===== src/hw/rtl/sot_pkg.sv =====
`timescale 1ns / 1ps
// Shared types and constants of the shape overlap test unit.
// No dependencies; the channel interfaces and the top level take names from here.
package sot_pkg;

	// Shape code carried by probe_round and zone_round.
	localparam logic SHAPE_RECT   = 1'b0;
	localparam logic SHAPE_CIRCLE = 1'b1;

	// Width of the trigger tag that travels with every request.
	localparam int TAG_BITS = 8;

	typedef logic [TAG_BITS-1:0] tag_t;

endpackage


===== src/hw/rtl/sot_if.sv =====
`timescale 1ns / 1ps
// Valid/ready channel interfaces of the shape overlap test unit: shape-pair
// requests in, overlap results out. Depends on sot_pkg for the tag type.
interface sot_req_if #(
	parameter int COORD_BITS = 16
);
	logic                         valid;
	logic                         ready;
	logic signed [COORD_BITS-1:0] probe_x;
	logic signed [COORD_BITS-1:0] probe_y;
	logic        [COORD_BITS-1:0] probe_w;
	logic        [COORD_BITS-1:0] probe_h;
	logic                         probe_round;
	logic signed [COORD_BITS-1:0] zone_x;
	logic signed [COORD_BITS-1:0] zone_y;
	logic        [COORD_BITS-1:0] zone_w;
	logic        [COORD_BITS-1:0] zone_h;
	logic                         zone_round;
	sot_pkg::tag_t                zone_tag;

	modport source (
		output valid, probe_x, probe_y, probe_w, probe_h, probe_round,
		output zone_x, zone_y, zone_w, zone_h, zone_round, zone_tag,
		input  ready
	);
	modport sink (
		input  valid, probe_x, probe_y, probe_w, probe_h, probe_round,
		input  zone_x, zone_y, zone_w, zone_h, zone_round, zone_tag,
		output ready
	);
endinterface

interface sot_rsp_if;
	logic          valid;
	logic          ready;
	logic          overlap;
	sot_pkg::tag_t tag_out;

	modport source (
		output valid, overlap, tag_out,
		input  ready
	);
	modport sink (
		input  valid, overlap, tag_out,
		output ready
	);
endinterface


===== src/hw/rtl/shape_overlap_test_unit.sv =====
`timescale 1ns / 1ps
// Top level of the shape overlap test unit: a four-stage pipeline from request to result.
// Depends on sot_pkg and on the channel interfaces in sot_if.sv.

// Each request pairs a probe shape with one trigger shape and yields exactly one result:
// an overlap flag and the trigger's tag, in request order. The unit takes one request
// every clock cycle unless a stalled output backs up the pipeline. The stages are the
// input register, operand formation, the three parallel squarers and the final add and
// compare. Each stage holds its item until the next one frees, so requests keep flowing
// into empty stages while a result waits.
// Coordinates are signed and sizes unsigned, both COORD_BITS wide; the fraction point
// does not affect any comparison. Circle geometry is worked at twice the input scale,
// so halving the larger side is exact and every square is formed in full.
module shape_overlap_test_unit #(
	parameter int COORD_BITS = 16
) (
	input  logic         clk,
	input  logic         arst_n,
	sot_req_if.sink      req,
	sot_rsp_if.source    rsp
);

	localparam int C  = COORD_BITS;
	localparam int W  = COORD_BITS + 4;   // signed working width at doubled scale
	localparam int M  = COORD_BITS + 2;   // magnitude width fed to the squarers
	localparam int SQ = 2 * M;

	typedef logic signed [W-1:0] sw_t;

	// Handshake: a stage loads when it is empty or its successor takes its item.
	logic v_s1, v_s2, v_s3, v_s4;
	logic rdy_s1, rdy_s2, rdy_s3, rdy_s4;

	assign rdy_s4    = !v_s4 || rsp.ready;
	assign rdy_s3    = !v_s3 || rdy_s4;
	assign rdy_s2    = !v_s2 || rdy_s3;
	assign rdy_s1    = !v_s1 || rdy_s2;
	assign req.ready = rdy_s1;

	always_ff @(posedge clk or negedge arst_n) begin
		if (!arst_n) begin
			v_s1 <= 1'b0;
			v_s2 <= 1'b0;
			v_s3 <= 1'b0;
			v_s4 <= 1'b0;
		end else begin
			if (rdy_s1) v_s1 <= req.valid;
			if (rdy_s2) v_s2 <= v_s1;
			if (rdy_s3) v_s3 <= v_s2;
			if (rdy_s4) v_s4 <= v_s3;
		end
	end

	// Stage 1: input register.
	logic signed [C-1:0] px_s1, py_s1, zx_s1, zy_s1;
	logic        [C-1:0] pw_s1, ph_s1, zw_s1, zh_s1;
	logic                pround_s1, zround_s1;
	sot_pkg::tag_t       tag_s1;

	always_ff @(posedge clk) begin
		if (rdy_s1 && req.valid) begin
			px_s1     <= req.probe_x;
			py_s1     <= req.probe_y;
			pw_s1     <= req.probe_w;
			ph_s1     <= req.probe_h;
			pround_s1 <= req.probe_round;
			zx_s1     <= req.zone_x;
			zy_s1     <= req.zone_y;
			zw_s1     <= req.zone_w;
			zh_s1     <= req.zone_h;
			zround_s1 <= req.zone_round;
			tag_s1    <= req.zone_tag;
		end
	end

	// Operand formation.
	sw_t px, py, pw, ph, zx, zy, zw, zh, pr, zr;
	sw_t pcx, pcy, zcx, zcy;
	sw_t cx, cy, cr, rx, ry, rw, rh, rx_hi, ry_hi, dx, dy, nx, ny;
	sw_t op_a, op_b, op_r, abs_a, abs_b, abs_r;
	logic rr_hit, in_x, in_y, band_x, band_y, cr_hit;
	logic early_hit, use_sq;

	always_comb begin
		px = $signed({{(W-C){px_s1[C-1]}}, px_s1});
		py = $signed({{(W-C){py_s1[C-1]}}, py_s1});
		zx = $signed({{(W-C){zx_s1[C-1]}}, zx_s1});
		zy = $signed({{(W-C){zy_s1[C-1]}}, zy_s1});
		pw = $signed({{(W-C){1'b0}}, pw_s1});
		ph = $signed({{(W-C){1'b0}}, ph_s1});
		zw = $signed({{(W-C){1'b0}}, zw_s1});
		zh = $signed({{(W-C){1'b0}}, zh_s1});

		// Radius at doubled scale is the larger side; centre is corner plus radius.
		pr  = (pw_s1 > ph_s1) ? pw : ph;
		zr  = (zw_s1 > zh_s1) ? zw : zh;
		pcx = px + px + pr;
		pcy = py + py + pr;
		zcx = zx + zx + zr;
		zcy = zy + zy + zr;

		rr_hit = (px + pw > zx) && (px < zx + zw) && (py < zy + zh) && (py + ph > zy);

		// The single circle-against-rectangle datapath takes whichever shape is round.
		if (zround_s1 == sot_pkg::SHAPE_CIRCLE && pround_s1 == sot_pkg::SHAPE_RECT) begin
			cx = zcx;
			cy = zcy;
			cr = zr;
			rx = px + px;
			ry = py + py;
			rw = pw;
			rh = ph;
		end else begin
			cx = pcx;
			cy = pcy;
			cr = pr;
			rx = zx + zx;
			ry = zy + zy;
			rw = zw;
			rh = zh;
		end
		rx_hi = rx + rw + rw;
		ry_hi = ry + rh + rh;
		dx    = rx + rw - cx;
		dy    = ry + rh - cy;
		in_x  = (cx <= rx_hi) && (cx >= rx);
		in_y  = (cy <= ry_hi) && (cy >= ry);
		// A centre exactly on the middle counts as the low side.
		band_x = !dx[W-1] ? (cx + cr >= rx) : (cx - cr < rx_hi);
		band_y = !dy[W-1] ? (cy + cr >= ry) : (cy - cr < ry_hi);
		// Offset from the centre to the nearest edge on each axis.
		nx     = !dx[W-1] ? (rx - cx) : (rx_hi - cx);
		ny     = !dy[W-1] ? (ry - cy) : (ry_hi - cy);
		cr_hit = (band_x && in_y) || (band_y && in_x);

		if (pround_s1 == sot_pkg::SHAPE_RECT && zround_s1 == sot_pkg::SHAPE_RECT) begin
			early_hit = rr_hit;
			use_sq    = 1'b0;
			op_a      = nx;
			op_b      = ny;
			op_r      = cr;
		end else if (pround_s1 == sot_pkg::SHAPE_CIRCLE &&
			     zround_s1 == sot_pkg::SHAPE_CIRCLE) begin
			early_hit = 1'b0;
			use_sq    = 1'b1;
			op_a      = pcx - zcx;
			op_b      = pcy - zcy;
			op_r      = pr + zr;
		end else begin
			early_hit = cr_hit;
			use_sq    = !cr_hit;
			op_a      = nx;
			op_b      = ny;
			op_r      = cr;
		end

		abs_a = op_a[W-1] ? -op_a : op_a;
		abs_b = op_b[W-1] ? -op_b : op_b;
		abs_r = op_r[W-1] ? -op_r : op_r;
	end

	// Stage 2: magnitudes and early decision.
	logic [M-1:0]  mag_a_s2, mag_b_s2, mag_r_s2;
	logic          early_s2, use_sq_s2;
	sot_pkg::tag_t tag_s2;

	always_ff @(posedge clk) begin
		if (rdy_s2 && v_s1) begin
			mag_a_s2  <= abs_a[M-1:0];
			mag_b_s2  <= abs_b[M-1:0];
			mag_r_s2  <= abs_r[M-1:0];
			early_s2  <= early_hit;
			use_sq_s2 <= use_sq;
			tag_s2    <= tag_s1;
		end
	end

	// Stage 3: three squarers in parallel.
	logic [SQ-1:0] sq_a_s3, sq_b_s3, sq_r_s3;
	logic          early_s3, use_sq_s3;
	sot_pkg::tag_t tag_s3;

	always_ff @(posedge clk) begin
		if (rdy_s3 && v_s2) begin
			sq_a_s3   <= mag_a_s2 * mag_a_s2;
			sq_b_s3   <= mag_b_s2 * mag_b_s2;
			sq_r_s3   <= mag_r_s2 * mag_r_s2;
			early_s3  <= early_s2;
			use_sq_s3 <= use_sq_s2;
			tag_s3    <= tag_s2;
		end
	end

	// Stage 4: sum of squares against the squared radius, or the early decision, into the result register.
	logic [SQ:0]   sq_sum;
	logic          hit;
	logic          overlap_s4;
	sot_pkg::tag_t tag_s4;

	assign sq_sum = {1'b0, sq_a_s3} + {1'b0, sq_b_s3};
	assign hit    = early_s3 || (use_sq_s3 && (sq_sum < {1'b0, sq_r_s3}));

	always_ff @(posedge clk) begin
		if (rdy_s4 && v_s3) begin
			overlap_s4 <= hit;
			tag_s4     <= tag_s3;
		end
	end

	assign rsp.valid   = v_s4;
	assign rsp.overlap = overlap_s4;
	assign rsp.tag_out = tag_s4;

endmodule


===== src/flat_wrapper.sv =====
// flat-port wrapper written by rule: the top's interface ports become plain ports
module shape_overlap_test_unit_flat 
#(
	parameter int COORD_BITS = 16
)
  (clk, arst_n, req_valid, req_probe_x, req_probe_y, req_probe_w, req_probe_h, req_probe_round, req_zone_x, req_zone_y, req_zone_w, req_zone_h, req_zone_round, req_zone_tag, req_ready, rsp_valid, rsp_overlap, rsp_tag_out, rsp_ready);
  sot_req_if #(.COORD_BITS(COORD_BITS)) req_i ();
  sot_rsp_if rsp_i ();
  input  logic clk;
  input  logic arst_n;
  input wire logic [$bits(req_i.valid)-1:0] req_valid;
  input wire logic [$bits(req_i.probe_x)-1:0] req_probe_x;
  input wire logic [$bits(req_i.probe_y)-1:0] req_probe_y;
  input wire logic [$bits(req_i.probe_w)-1:0] req_probe_w;
  input wire logic [$bits(req_i.probe_h)-1:0] req_probe_h;
  input wire logic [$bits(req_i.probe_round)-1:0] req_probe_round;
  input wire logic [$bits(req_i.zone_x)-1:0] req_zone_x;
  input wire logic [$bits(req_i.zone_y)-1:0] req_zone_y;
  input wire logic [$bits(req_i.zone_w)-1:0] req_zone_w;
  input wire logic [$bits(req_i.zone_h)-1:0] req_zone_h;
  input wire logic [$bits(req_i.zone_round)-1:0] req_zone_round;
  input wire logic [$bits(req_i.zone_tag)-1:0] req_zone_tag;
  output wire logic [$bits(req_i.ready)-1:0] req_ready;
  output wire logic [$bits(rsp_i.valid)-1:0] rsp_valid;
  output wire logic [$bits(rsp_i.overlap)-1:0] rsp_overlap;
  output wire logic [$bits(rsp_i.tag_out)-1:0] rsp_tag_out;
  input wire logic [$bits(rsp_i.ready)-1:0] rsp_ready;
  assign req_i.valid = req_valid;
  assign req_i.probe_x = req_probe_x;
  assign req_i.probe_y = req_probe_y;
  assign req_i.probe_w = req_probe_w;
  assign req_i.probe_h = req_probe_h;
  assign req_i.probe_round = req_probe_round;
  assign req_i.zone_x = req_zone_x;
  assign req_i.zone_y = req_zone_y;
  assign req_i.zone_w = req_zone_w;
  assign req_i.zone_h = req_zone_h;
  assign req_i.zone_round = req_zone_round;
  assign req_i.zone_tag = req_zone_tag;
  assign req_ready = req_i.ready;
  assign rsp_valid = rsp_i.valid;
  assign rsp_overlap = rsp_i.overlap;
  assign rsp_tag_out = rsp_i.tag_out;
  assign rsp_i.ready = rsp_ready;
  shape_overlap_test_unit #(.COORD_BITS(COORD_BITS)) u_core (.clk(clk), .arst_n(arst_n), .req(req_i), .rsp(rsp_i));
endmodule

===== config.mk =====
export PLATFORM = sky130hd
export DESIGN_NAME = shape_overlap_test_unit_flat
export DESIGN_NICKNAME = d
export VERILOG_FILES = /design/src/hw/rtl/sot_pkg.sv /design/src/hw/rtl/sot_if.sv /design/src/hw/rtl/shape_overlap_test_unit.sv /design/src/flat_wrapper.sv
export SDC_FILE = /design/constraint.sdc
export NUM_CORES = 2
export LEC_CHECK = 0
export BUFFER_PORTS_ARGS = -buffer_cell sky130_fd_sc_hd__buf_4
export CORE_MARGIN = 2
export CORE_UTILIZATION = 50
export DETAILED_ROUTE_END_ITERATION = 8
export GPL_ROUTABILITY_DRIVEN = 0
export PLACE_DENSITY = 0.66
export SLEW_MARGIN = 30
export SYNTH_ARGS = -nofsm -noshare
export SYNTH_HDL_FRONTEND = slang
export SYNTH_SLANG_ARGS = --single-unit

===== constraint.sdc =====
create_clock -name clk -period 11.46 [get_ports clk]
set_input_delay 1.719 -clock clk [delete_from_list [all_inputs] [get_ports clk]]
set_output_delay 1.719 -clock clk [all_outputs]
set_load 0.02 [all_outputs]

== Yosys cells after proc, flatten, opt, wreduce, memory -nomap -nowiden ==
Index checks and enable logic that the tools add are counted.

* Logic and storage cells: 133
* Output and inout bits: 11
* Register bits after elaboration: 333
* Input port bits: 142

* $lt $le $gt $ge: 15
* Multiply operators: 3
* Add/sub/neg operators: 33
* Reduce and logical (&&, ||, !) cells: 26
* Bitwise operators: 2
* Multiplexer cells: 25

{| class="wikitable"
|+ Operators with widths
! kind !! count
|-
| $mux W20 || 13
|-
| $sub A20 B20 Y20 || 10
|-
| $add A20 B20 Y20 || 7
|-
| $mul A18 B18 Y36 || 3
|-
| $add A20 B17 Y20 || 4
|-
| $ge A20 B20 Y1 || 4
|-
| $add A16 B17 Y18 || 4
|-
| $add A16 B16 Y17 || 4
|-
| $mux W16 || 4
|-
| $mux W18 || 3
|-
| $neg A18 Y18 || 3
|-
| $le A20 B20 Y1 || 2
|-
| $lt A20 B20 Y1 || 2
|-
| $add A36 B36 Y37 || 1
|-
| $lt A37 B36 Y1 || 1
|-
| $gt A18 B16 Y1 || 2
|-
| $lt A16 B18 Y1 || 2
|-
| $gt A16 B16 Y1 || 2
|-
| $logic_and A1 B1 Y1 || 15
|-
| $logic_or A1 B1 Y1 || 6
|-
| $logic_not A1 Y1 || 5
|-
| $mux W1 || 5
|-
| $not A1 Y1 || 2
|}

== Depth between registers and ports, before layout ==
* Depth after elaboration: 11
* Gate-level depth with buffers: 45
* Depth with buffers taken out: 44

== Least setup slack after synthesis ==
OpenSTA, ideal clock, no wires.

* Path type: register to register
* Start point: register u_core.pw_s1[5]
* End point: register u_core.mag_b_s2[16] (data pin)
* Required time: 11188 ps
* Path buffers: 2
* Cell stages (with the launch flop): 41
* Setup time: 272 ps
* Arrival: 8416 ps
* Period minus slack after synthesis: 8688 ps
* Slack: 2772 ps
* Path through: edfxtp_1 > ha_1 > a21oi_1 > o221ai_1 > o2bb2ai_1 > o31ai_1 > clkbuf_1 > mux2i_1 > inv_1 > ha_1 > or2_2 > a211oi_2 > o31ai_1 > a21oi_1 > nor2_1 > o21ai_0 > nor2b_1 > o21bai_1 > [... 5 more ...] > ha_1 > nand4_1 > nor2_1 > nand2_1 > a2111oi_0 > and3_1 > o221a_1 > a211oi_4 > xnor2_4 > buf_6 > mux2i_1 > a21boi_0 > ha_1 > o2111ai_1 > nand4bb_1 > or2_1 > o41ai_1 > xnor2_1

* Word-level cells in the longest chain between the ends: 10
* Elaborated cells on any way between the ends: 13
* Classes of those cells: add/sub (6); order compare (1); mux (6)

{| class="wikitable"
|+ Ends and longest elaborated chain
! element !! line !! RTL
|-
| from (decl) || shape_overlap_test_unit.sv:56 || <nowiki>logic [C-1:0] pw_s1, ph_s1, zw_s1, zh_s1;</nowiki>
|-
| from (signal assigned) || shape_overlap_test_unit.sv:64 || <nowiki>pw_s1 <= req.probe_w;</nowiki>
|-
| $gt A16 B16 Y1 || shape_overlap_test_unit.sv:95 || <nowiki>pr = (pw_s1 > ph_s1) ? pw : ph;</nowiki>
|-
| $mux W16 * || shape_overlap_test_unit.sv:95 ||
|-
| $add A20 B20 Y20 * || shape_overlap_test_unit.sv:98 || <nowiki>pcy = py + py + pr;</nowiki>
|-
| $mux W20 || shape_overlap_test_unit.sv:105 || <nowiki>if (zround_s1 == sot_pkg::SHAPE_CIRCLE && pround_s1 == sot_pkg::SHAPE_RECT) begin</nowiki>
|-
| $sub A20 B20 Y20 (on tied branches) || shape_overlap_test_unit.sv:133, shape_overlap_test_unit.sv:125 ||
|-
| $mux W20 || shape_overlap_test_unit.sv:133 || <nowiki>ny = !dy[W-1] ? (ry - cy) : (ry_hi - cy);</nowiki>
|-
| $mux W20 || shape_overlap_test_unit.sv:142 || <nowiki>end else if (pround_s1 == sot_pkg::SHAPE_CIRCLE &&</nowiki>
|-
| $mux W20 * || shape_overlap_test_unit.sv:136 || <nowiki>if (pround_s1 == sot_pkg::SHAPE_RECT && zround_s1 == sot_pkg::SHAPE_RECT) begin</nowiki>
|-
| $neg A18 Y18 || shape_overlap_test_unit.sv:158 || <nowiki>abs_b = op_b[W-1] ? -op_b : op_b;</nowiki>
|-
| $mux W18 * || shape_overlap_test_unit.sv:158 ||
|-
| named net u_core.abs_b[16] || shape_overlap_test_unit.sv:80 || <nowiki>sw_t op_a, op_b, op_r, abs_a, abs_b, abs_r;</nowiki>
|-
| to (signal assigned) || shape_overlap_test_unit.sv:170 || <nowiki>mag_b_s2 <= abs_b[M-1:0];</nowiki>
|-
| to (decl) || shape_overlap_test_unit.sv:163 || <nowiki>logic [M-1:0] mag_a_s2, mag_b_s2, mag_r_s2;</nowiki>
|}

The timed path passes the listed nets; every way through them passes the cells marked *.
A chain may end at the register's enable or synchronous reset.

== Final worst setup path ==
* Start point: register u_core.zw_s1[13]
* End point: register u_core.mag_b_s2[16] (data pin)

* Word-level cells in the longest chain between the ends: 10
* Elaborated cells on any way between the ends: 13
* Classes of those cells: add/sub (6); order compare (1); mux (6)

{| class="wikitable"
|+ Ends and longest elaborated chain
! element !! line !! RTL
|-
| from (decl) || shape_overlap_test_unit.sv:56 ||
|-
| from (signal assigned) || shape_overlap_test_unit.sv:69 || <nowiki>zw_s1 <= req.zone_w;</nowiki>
|-
| $gt A16 B16 Y1 || shape_overlap_test_unit.sv:96 || <nowiki>zr = (zw_s1 > zh_s1) ? zw : zh;</nowiki>
|-
| $mux W16 * || shape_overlap_test_unit.sv:96 ||
|-
| $add A20 B20 Y20 * || shape_overlap_test_unit.sv:100 || <nowiki>zcy = zy + zy + zr;</nowiki>
|-
| $mux W20 || shape_overlap_test_unit.sv:105 ||
|-
| $sub A20 B20 Y20 (on tied branches) || shape_overlap_test_unit.sv:133, shape_overlap_test_unit.sv:125 ||
|-
| $mux W20 || shape_overlap_test_unit.sv:133 ||
|-
| $mux W20 || shape_overlap_test_unit.sv:142 ||
|-
| $mux W20 * || shape_overlap_test_unit.sv:136 ||
|-
| $neg A18 Y18 || shape_overlap_test_unit.sv:158 ||
|-
| $mux W18 * || shape_overlap_test_unit.sv:158 ||
|-
| named net u_core.abs_b[16] || shape_overlap_test_unit.sv:80 ||
|}

Marked as above.

==> reports/qor.yml <==
clocking:
  clock-sinks: 324
  cts_buffers: 41
  cts-root-buf: "clkbuf_16"
  clk_pin_slew_worst_paths_ns: 0.07
  ctsHoldBuffers: 0
  cts.repair.resized: 0
  tritoncts: "yes"
  h-tree-depth: 2
  worstSkewPairLatency_ns: 0.61
  cts_setup_buffers: 0
  cts_max_path_buffers: 3
logic_synthesis:
  avgSynthCellArea_um2: 8.859
  ys_types: 121
  synth_edf_count: 320
  ys_warn_count: 0
  yosysMostFrequentCell: "inv_1"
  yosys_most_used_dff: "edfxtp_1"
  syn_area_mm2: 0.06356
  synth_commonest_cells: "1383 x inv_1, 994 x ha_1, 648 x fa_1"
  seq_area_frac_synth: 0.1528
  ys_async_sr_fraction: 0.01235
  synthTopCellsByArea: "fa_1 20%, ha_1 20%, edfxtp_1 15%"
  synth_top_area_frac: 0.2041
  syn_nets: 8959
  synthCells: 7175
  synth_seq_cells: 324
  synth_top_cell_by_area: "fa_1"
sta:
  fin_tns_setup_ns: 0
  relSlewSlack: 0.2613
  finalSetupViolCount: 0
  rsz0062_at_grt: "false"
  setup_slack_ns: 1.090
  fmax_mhz: 96.43
  worst_pin_slew_ns: 1.077
  fin_skew_ns: 0.03212
  maxSlewViolCount: 0
  finalCritPeriodShare: 0.9049
  finalHoldViolCount: 0
  finalCriticalPeriod_ns: 10.37
grt:
  grt_pass1_wl_um: 293400
  antenna_found_initial: 6
  grt_use_total: 0.2911
  grt_pass1_vias: 53130
  grt_max_degree: 69
  overflow: 0
cells_and_area:
  stdcell_area_mm2: 0.06820
  syn2layout_area_growth_pct: 7.291
  instances_no_fill: 8979
  seqCellArea_mm2: 0.009709
  drive_gt1_frac: 0.05212
  multi_input_area_mm2: 0.04820
  num-nets-final: 9081
  nFillCells: 11550
  antenna_cells: 0
floorplan:
  die_h_um: 360.5
  coreArea_mm2: 0.1259
  placementRows: 130
  io_pins: 153
  die_w_um: 360.5
  die_area_mm2: 0.1300
  start_util: 0.5049
routing:
  ant_nets: 0
  wl_per_cell_um: 21.03
  dr.pass1.iters: 6
  viasPerCell: 5.714
  vias: 51310
  drtIter0Drc: 3551
  drc: 0
  routed_wl_um: 188800
placed_design:
  place_ws_ns: 1.222
  dp_cells: 8902
  dpl_cell_area_mm2: 0.06674
  dpl.hpwl_um: 160200
  numPortBuffers: 152
critical_path:
  cp-start-kind: "flip-flop"
  worstPathArrival_ns: 10.69
  cp_max_fo: 30
  slowest_stage: "xnor2_4"
  crit_type: "reg2reg"
  cp.required_ns: 11.78
  end_kind: "flip-flop"
  cpMostUsedCell: "ha_1"
  r2r_cells: 39
  max_stage_delay_ns: 0.76
run_status:
  outcome: "completed"
flow_run:
  cap_violations: 0
min_path:
  min_path_cells: 0
  hold_class: "reg2reg"
[worst max-delay path: cells and delay by family (launching register included)]
family	cells	cell delay, ns
AND/OR/NAND/NOR	11	1.69
AO/OA/AOI/OAI	17	4.60
buffers and inverters	3	0.70
multiplexers	1	0.21
flip-flops	1	0.51
XOR/XNOR	3	1.03
adder cells (fa/ha/maj)	4	1.32
[cell usage in the layout (no fill, tap or decap), drive strengths merged, types with 96 or more instances in the layout]
| master | instances |
|---|---|
| xnor2 | 345 |
| o21ai | 285 |
| nor2b | 108 |
| nand2 | 540 |
| ha | 994 |
| a21o | 185 |
| nor2 | 398 |
| edfxtp | 320 |
| inv | 1390 |
| nor3 | 96 |
| fa | 648 |
| and2 | 214 |
| a21oi | 414 |
| buf | 208 |
| o21a | 100 |
| xor2 | 135 |
[cell type report]
class,instances,share of cell area
Inverter,1385,0.07623
Timing Repair Buffer,209,0.02325
Tap cell,1650,0.03027
Clock buffer,47,0.01583
Multi-Input combinational cell,5336,0.7068
Sequential cell,324,0.1424
Clock inverter,28,0.005211
[path summary, 6_finish.rpt]
kind | from | to | slack (ns)
worst min register to register | u_core.tag_s3[5] | u_core.rsp.tag_out[5] | 0.41
worst min-delay path | u_core.tag_s3[5] | u_core.rsp.tag_out[5] | 0.41
min in group asynchronous | arst_n | u_core.v_s1 | 0.92
worst max register to register | u_core.zw_s1[13] | u_core.mag_b_s2[16] | 1.09
max in group asynchronous | arst_n | u_core.rsp.valid | 10.44
worst max-delay path | u_core.zw_s1[13] | u_core.mag_b_s2[16] | 1.09
[logic make-up (layout without fill, tap and decap cells)]
kind of cell	after synthesis	in the layout	share of synthesized area
buffers and inverters	1515	1669	0.08998
DFF	324	324	0.1528
xor gates and xnor gates	480	480	0.06656
adders and majority gates	1646	1646	0.4004
muxes	60	60	0.009744
AOI/OAI and AO/OA	1439	1439	0.1496
and+or+nand+nor	1711	1711	0.1310
[routing by layer]
| layer | track usage | up-vias | share of wire | routed length [um] |
|---|---|---|---|---|
| li1 | - | 24140 | - | - |
| met1 | 0.3409 | 24810 | 0.39 | 72990 |
| met2 | 0.4948 | 1758 | 0.47 | 88880 |
| met3 | 0.04992 | 587 | 0.067 | 12680 |
| met4 | 0.1838 | 10 | 0.075 | 14190 |
| met5 | 0 | - | 0.00034 | 65 |
[per-stage QoR]
stage                     utilization  hold slack (ns)
after CTS                      0.5415           0.4133
after floorplan                     -           0.4003
after global routing           0.5417           0.4200
final                          0.5417           0.4111
after detailed placement       0.5301           0.4045
after global placement         0.5300           0.4006
[flip-flops by register name, summed over array words and instances, names as in the netlist, 17 cells and up]
signal	cells
u_core.sq_a_s3	34
u_core.sq_r_s3	34
u_core.mag_b_s2	18
u_core.sq_b_s3	34
u_core.mag_a_s2	17
Power is not shown: default switching activity piles up to over one toggle a cycle in this logic, so the estimate is an artifact.
